==> config.mk <==
export PLATFORM = sky130hd
export DESIGN_NAME = sfc_ctrl
export DESIGN_NICKNAME = d
export VERILOG_FILES = /design/src/hdl/sfc_pkg.sv /design/src/hdl/sfc_ctrl.sv
export SDC_FILE = /design/constraint.sdc
export NUM_CORES = 1
export LEC_CHECK = 0
export ABC_CLOCK_PERIOD_IN_PS = 4600
export BUFFER_PORTS_ARGS = -buffer_cell sky130_fd_sc_hd__clkbuf_2
export CELL_PAD_IN_SITES_DETAIL_PLACEMENT = 1
export CELL_PAD_IN_SITES_GLOBAL_PLACEMENT = 1
export CORE_MARGIN = 2
export CORE_UTILIZATION = 43
export CTS_CLUSTER_SIZE = 24
export DETAILED_ROUTE_END_ITERATION = 6
export HOLD_SLACK_MARGIN = 0.15
export PLACE_DENSITY_LB_ADDON = 0.1
export SLEW_MARGIN = 20
export SYNTH_ARGS = -nofsm -noshare
export SYNTH_HDL_FRONTEND = slang
export SYNTH_SLANG_ARGS = --single-unit
==> constraint.sdc <==
create_clock -name clk_i -period 4.6 [get_ports clk_i]
set_input_delay 0.46 -clock clk_i [delete_from_list [all_inputs] [get_ports clk_i]]
set_output_delay 0.46 -clock clk_i [all_outputs]
set_load 0.01 [all_outputs]
==> src/hdl/sfc_pkg.sv <==
// ----------------------------------------------------------------------------
// sfc_pkg
// Shared types, codes and helpers for the sphere/frustum culling block.
// ----------------------------------------------------------------------------
package sfc_pkg;

  localparam int unsigned DIG_W = 17;   // multiplier digit width
  localparam int unsigned OPA_W = 68;   // wide operand width
  localparam int unsigned ACC_W = 137;  // signed accumulator width
  localparam logic [2:0] PLANE_LAST = 3'd5;

  typedef enum logic [3:0] {
    S_IDLE,
    S_R2,
    S_PLN,
    S_SDOT,
    S_SCHK,
    S_SSQ,
    S_LEN,
    S_RHS,
    S_CMP,
    S_OUT
  } state_e;

  // product selected for the multiply-accumulate unit
  typedef enum logic [2:0] {
    OP_NONE,
    OP_R2,   // radius * radius
    OP_SC,   // plane component * centre coordinate
    OP_SD,   // plane offset * 1.0
    OP_SS,   // |s| * |s|
    OP_CC,   // plane component squared
    OP_LR    // len^2 * r^2
  } op_e;

  typedef enum logic [2:0] {
    SAVE_NONE,
    SAVE_R2,
    SAVE_S,
    SAVE_LHS,
    SAVE_LEN
  } save_e;

  typedef struct packed {
    logic       load;
    logic       latch;
    logic       pln_load;
    logic [2:0] plane;
    op_e        op;
    logic [1:0] k;
    logic [1:0] di;
    logic       clr;
    save_e      save;
  } sfc_cmd_t;

  typedef struct packed {
    logic degen;
    logic s_neg;
    logic gt;
  } sfc_sts_t;

  // index of the last multiplier digit for each product
  function automatic logic [1:0] dig_last(op_e op);
    logic [1:0] r;
    unique case (op)
      OP_SD:        r = 2'd0;
      OP_R2,
      OP_SC,
      OP_CC:        r = 2'd1;
      OP_SS,
      OP_LR:        r = 2'd3;
      default:      r = 2'd0;
    endcase
    return r;
  endfunction

endpackage

==> src/hdl/sfc_ctrl.sv <==
// ----------------------------------------------------------------------------
// sfc_ctrl
// Sequencer: walks the six planes and drives the multiply-accumulate unit.
// ----------------------------------------------------------------------------
module sfc_ctrl import sfc_pkg::*; (
  input  logic     clk_i,
  input  logic     rst_ni,
  input  logic     start_i,
  input  logic     kind_i,
  input  sfc_sts_t sts_i,
  output sfc_cmd_t cmd_o,
  output logic     busy_o,
  output logic     done_o,
  output logic     visible_o
);

  state_e     state_q, state_d;
  logic [2:0] plane_q, plane_d;
  logic [1:0] k_q, k_d;
  logic [1:0] di_q, di_d;
  logic       vis_q, vis_d;
  op_e        op;
  logic       last_dig, last_term;

  always_ff @(posedge clk_i or negedge rst_ni) begin
    if (!rst_ni) begin
      state_q <= S_IDLE;
      plane_q <= '0;
      k_q     <= '0;
      di_q    <= '0;
      vis_q   <= 1'b0;
    end else begin
      state_q <= state_d;
      plane_q <= plane_d;
      k_q     <= k_d;
      di_q    <= di_d;
      vis_q   <= vis_d;
    end
  end

  always_comb begin
    unique case (state_q)
      S_R2:    op = OP_R2;
      S_SDOT:  op = (k_q == 2'd3) ? OP_SD : OP_SC;
      S_SSQ:   op = OP_SS;
      S_LEN:   op = OP_CC;
      S_RHS:   op = OP_LR;
      default: op = OP_NONE;
    endcase
    last_dig = di_q == dig_last(op);
    unique case (state_q)
      S_SDOT:  last_term = k_q == 2'd3;
      S_LEN:   last_term = k_q == 2'd2;
      default: last_term = 1'b1;
    endcase
  end

  always_comb begin
    state_d = state_q;
    plane_d = plane_q;
    k_d     = k_q;
    di_d    = di_q;
    vis_d   = vis_q;

    cmd_o          = '0;
    cmd_o.op       = op;
    cmd_o.save     = SAVE_NONE;
    cmd_o.plane    = plane_q;
    cmd_o.k        = k_q;
    cmd_o.di       = di_q;
    cmd_o.clr      = (k_q == 2'd0) && (di_q == 2'd0);

    // digit and term stepping in the product states
    if (op != OP_NONE) begin
      if (last_dig) begin
        di_d = '0;
        k_d  = last_term ? 2'd0 : k_q + 2'd1;
      end else begin
        di_d = di_q + 2'd1;
      end
    end

    unique case (state_q)
      S_IDLE: begin
        if (start_i) begin
          cmd_o.load  = !kind_i;
          cmd_o.latch = kind_i;
          if (kind_i) begin
            state_d = S_R2;
            plane_d = '0;
            k_d     = '0;
            di_d    = '0;
          end
        end
      end
      S_R2: begin
        if (last_dig) state_d = S_PLN;
      end
      S_PLN: begin
        cmd_o.pln_load = 1'b1;
        if (plane_q == 3'd0) cmd_o.save = SAVE_R2;
        if (sts_i.degen) begin
          if (plane_q == PLANE_LAST) begin
            vis_d   = 1'b1;
            state_d = S_OUT;
          end else begin
            plane_d = plane_q + 3'd1;
          end
        end else begin
          state_d = S_SDOT;
        end
      end
      S_SDOT: begin
        if (last_dig && last_term) state_d = S_SCHK;
      end
      S_SCHK: begin
        cmd_o.save = SAVE_S;
        if (sts_i.s_neg) begin
          state_d = S_SSQ;
        end else if (plane_q == PLANE_LAST) begin
          vis_d   = 1'b1;
          state_d = S_OUT;
        end else begin
          plane_d = plane_q + 3'd1;
          state_d = S_PLN;
        end
      end
      S_SSQ: begin
        if (last_dig) state_d = S_LEN;
      end
      S_LEN: begin
        if (cmd_o.clr) cmd_o.save = SAVE_LHS;
        if (last_dig && last_term) state_d = S_RHS;
      end
      S_RHS: begin
        if (cmd_o.clr) cmd_o.save = SAVE_LEN;
        if (last_dig) state_d = S_CMP;
      end
      S_CMP: begin
        if (sts_i.gt) begin
          vis_d   = 1'b0;
          state_d = S_OUT;
        end else if (plane_q == PLANE_LAST) begin
          vis_d   = 1'b1;
          state_d = S_OUT;
        end else begin
          plane_d = plane_q + 3'd1;
          state_d = S_PLN;
        end
      end
      S_OUT: begin
        state_d = S_IDLE;
      end
      default: begin
        state_d = S_IDLE;
      end
    endcase
  end

  assign busy_o    = state_q != S_IDLE;
  assign done_o    = state_q == S_OUT;
  assign visible_o = vis_q;

  a_out_idle: assert property (@(posedge clk_i) disable iff (!rst_ni)
    state_q == S_OUT |=> state_q == S_IDLE)
    else $error("result strobe not followed by idle");

  a_plane_rng: assert property (@(posedge clk_i) disable iff (!rst_ni)
    plane_q <= PLANE_LAST)
    else $error("plane counter out of range");

  a_test_start: assert property (@(posedge clk_i) disable iff (!rst_ni)
    (state_q == S_IDLE && start_i && kind_i) |=> state_q == S_R2)
    else $error("sphere test transfer not started");

  a_dig_rng: assert property (@(posedge clk_i) disable iff (!rst_ni)
    op != OP_NONE |-> di_q <= dig_last(op))
    else $error("digit counter past last digit");

endmodule

==> qor.txt <==
Minimum clock period = 2.49 ns
Power Density = 715 nW/um2
Largest net degree at the start of global routing = 28
Netlist Area Pre-Place = 1240 um2
Origin of the worst setup path = state_q[2]
Die height = 57.8 um
Total negative slack = 0 ns
Slew Limit Fails = 0
Post-synthesis compound-gate area fraction = 23.7%
Core box area = 2760 um2
Setup CP Type = register to output port
DR pass1 iterations = 4
TritonCTS clock tree = done
Sequential share of the synthesized area = 24.1%
Row Count = 19
Synth async-reset ratio = 100%
Setup Viol. Count Final = 0
Placed instance area = 1310 um2
Worst-margin pin slew = 0.807 ns
Diodes inserted = 0
CTS Root Cell = clkbuf_4
Slowest stage delay, CP = 0.69 ns
CP top delay family = simple AND/OR/NAND/NOR gates
CP Buf/Inv Count = 2
Initial core utilization = 45.1%
CP max stage cell = dfrtp_1
Post-CTS Repair Setup Buffers = 0
Syn_area_per_cell = 8.77 um2
Total gr overflow = 0
Crit path capture = cmd_o[15]
Mux contribution to synthesized area = 5.93%
P&R area growth vs syn = 9.05%
Crit Path Max Fanout = 27
Area share of and/or/nand/nor cells after synthesis = 25.9%
Slew headroom = 46.2%
Skew final = 0.00400 ns
Fmax = 402 MHz
Top_reg_cell synth = dfrtp_1
Via count = 1185
Final GP Congestion = 0.799
Worst EP arrival = 2.03 ns
Drt drc = 0
Max Root-Sink Buffers = 2
Syn Inst Count = 142
Ys Warns = 0
Final hold violation count = 0
Initial drt markers = 24
Die Span X = 57.8 um
Fin crit share = 54.1%
EDFF count, synth = 0
P_leak = 0.648 nW
First-pass GRT wire length = 5690 um
Adder-Cell Fraction of Synth Area = 7.04%
Clk_lat worst skew = 0.28 ns
Fill cell count = 358
Layout Cells excl Fill = 194
Seq cells post-synth = 12
Design Area, Final = 1360 um2
Maximum vdd ir drop = 0.000421 V
RSZ-0062 raised after global routing = false
Placed Cells = 189
WL/cell = 17.2 um
Detailed Route WL = 3330 um
Critical Path RT = 4.14 ns
Hold WC Path Type = input pin to register
Status = completed
Vias in the first global route = 1177
Nets = 178
XOR/XNOR Fraction of Synth Area = 1.41%
Via-per-instance ratio = 6.11
Die ar. = 3340 um2
Critical Path End Type = output port
Share of cells above drive strength 1 = 22.1%
Reg clk slew, reported paths = 0.09 ns
Main combinational cell family by area after synthesis = simple AND/OR/NAND/NOR gates
Max-cap violations = 0
Num CTS Buffers = 3
Crit path depth = 4
DP HPWL = 2500 um
Worst reg2reg path depth = 4
Overall Global Routing Usage = 21.9%
Detail Route Antenna Nets = 0
Critical R2R Launch = state_q[2]
Util after Layout = 49.2%
I/O Buffers = 26
R2r setup slk = 2.34 ns
Net Count, Synth = 156
Worst path cell trace = nor4_2 > nand3_1 > inv_1 > clkbuf_2
CTS sink count = 12
Critical path startpoint category = register
Initial antenna violation count = 0
Count of different cell masters after synthesis = 49
H-Tree Level Count = 1
Top Ports = 27
Reg-to-reg endpoint = state_q[1]
-- report_power, final --
part,internal [mW],switching (mW),total [mW]
registers,0.143,0.133,0.276
clock network,0.0482,0.0408,0.0889
logic,0.276,0.330,0.605
total,0.467,0.504,0.971
-- how the worst min path moves through the flow --
stage | startpoint | to | slack [ns] | cells past startpoint
6_report | sts_i[0] | visible_o | 0.40 | 2
4_1_cts | sts_i[0] | visible_o | 0.40 | 2
2_1_floorplan | rst_ni | di_q[0] | 0.16 | 0
3_5_place_dp | rst_ni | state_q[1] | 0.38 | 1
5_1_grt | sts_i[0] | visible_o | 0.39 | 2
3_3_place_gp | rst_ni | state_q[0] | 0.37 | 1
-- sequential cells by signal (all words and copies together), names as in the netlist --
name	flops
visible_o	1
k_q	2
plane_q	3
di_q	2
state_q	4
-- synth_stat cells (3+ instances only) --
master	count	share of area [%]
mux2_1	3	2.7
nand2_1	12	3.6
inv_1	12	3.6
o2bb2ai_1	3	2.1
o21ai_0	3	1.2
dfrtp_1	12	24
mux2i_1	4	3.2
nor2_1	10	3.0
a21oi_1	5	2.0
o211ai_1	3	1.8
buf_6	4	3.6
nand3_1	5	2.0
a21o_1	4	2.4
nor2b_1	4	2.0
ha_1	7	7.0
nor3b_1	5	3.0
nor3_1	3	1.2
clkbuf_8	3	3.3
-- cell families (layout without fill, tap and decap cells) --
| kind of cell | count (synthesis) | count (layout) |
|---|---|---|
| and+or+nand+nor | 55 | 55 |
| xor gates and xnor gates | 2 | 2 |
| buffers and inverters | 22 | 43 |
| AOI/OAI and AO/OA | 37 | 37 |
| muxes | 7 | 7 |
| adders and majority gates | 7 | 7 |
| DFF | 12 | 12 |
-- layout by cell type (no fill, tap or decap), drive strengths merged, types with 2 or more instances in the layout --
master    n
nor3      3
a21o      4
mux2      3
o21ai     4
nand3b    2
and2      2
inv      12
clkbuf   30
nand2b    2
mux2i     4
nand2    12
o2111ai   2
a311o     2
nor2b     4
a221o     2
a31oi     2
or3       2
dfrtp    12
nor3b     5
nor2     10
ha        7
o211ai    3
nand4     2
o2bb2ai   3
nand3     5
a21oi     5
a221oi    2
-- repair_timing --
action                    4_1_cts  5_1_grt
hold buffers                    1        0
hold endpoints to repair       12        0
gates resized for setup         0        0
-- through the flow --
| step | setup WS, ns | power [mW] | hold WS (ns) |
|---|---|---|---|
| finish | 2.11 | 0.971 | 0.400 |
| global route | 1.94 | 1.06 | 0.393 |
| CTS | 2.12 | 0.974 | 0.395 |
| detailed placement | 2.40 | 0.880 | 0.381 |
| global placement | 2.50 | 0.857 | 0.372 |
| floorplan | 2.76 | 0.751 | 0.164 |
-- area by class of cell --
type,instances,area (um2),share of cell area (%)
Clock buffer,4,36.3,2.67
Inverter,12,45.0,3.32
Multi-Input combinational cell,108,797,58.7
Sequential cell,12,300,22.1
Tap cell,31,38.8,2.86
Timing Repair Buffer,27,140,10.3
-- layer usage --
metal  GRT usage (%)  part of all wire [%]  up-vias
met4            8.97                   1.0        0
met5               0                     0        -
met2            34.3                    49       30
met3            4.91                   4.0        4
met1            29.1                    46      587
li1                -                     -      564
(Power assumes the default switching activity.)
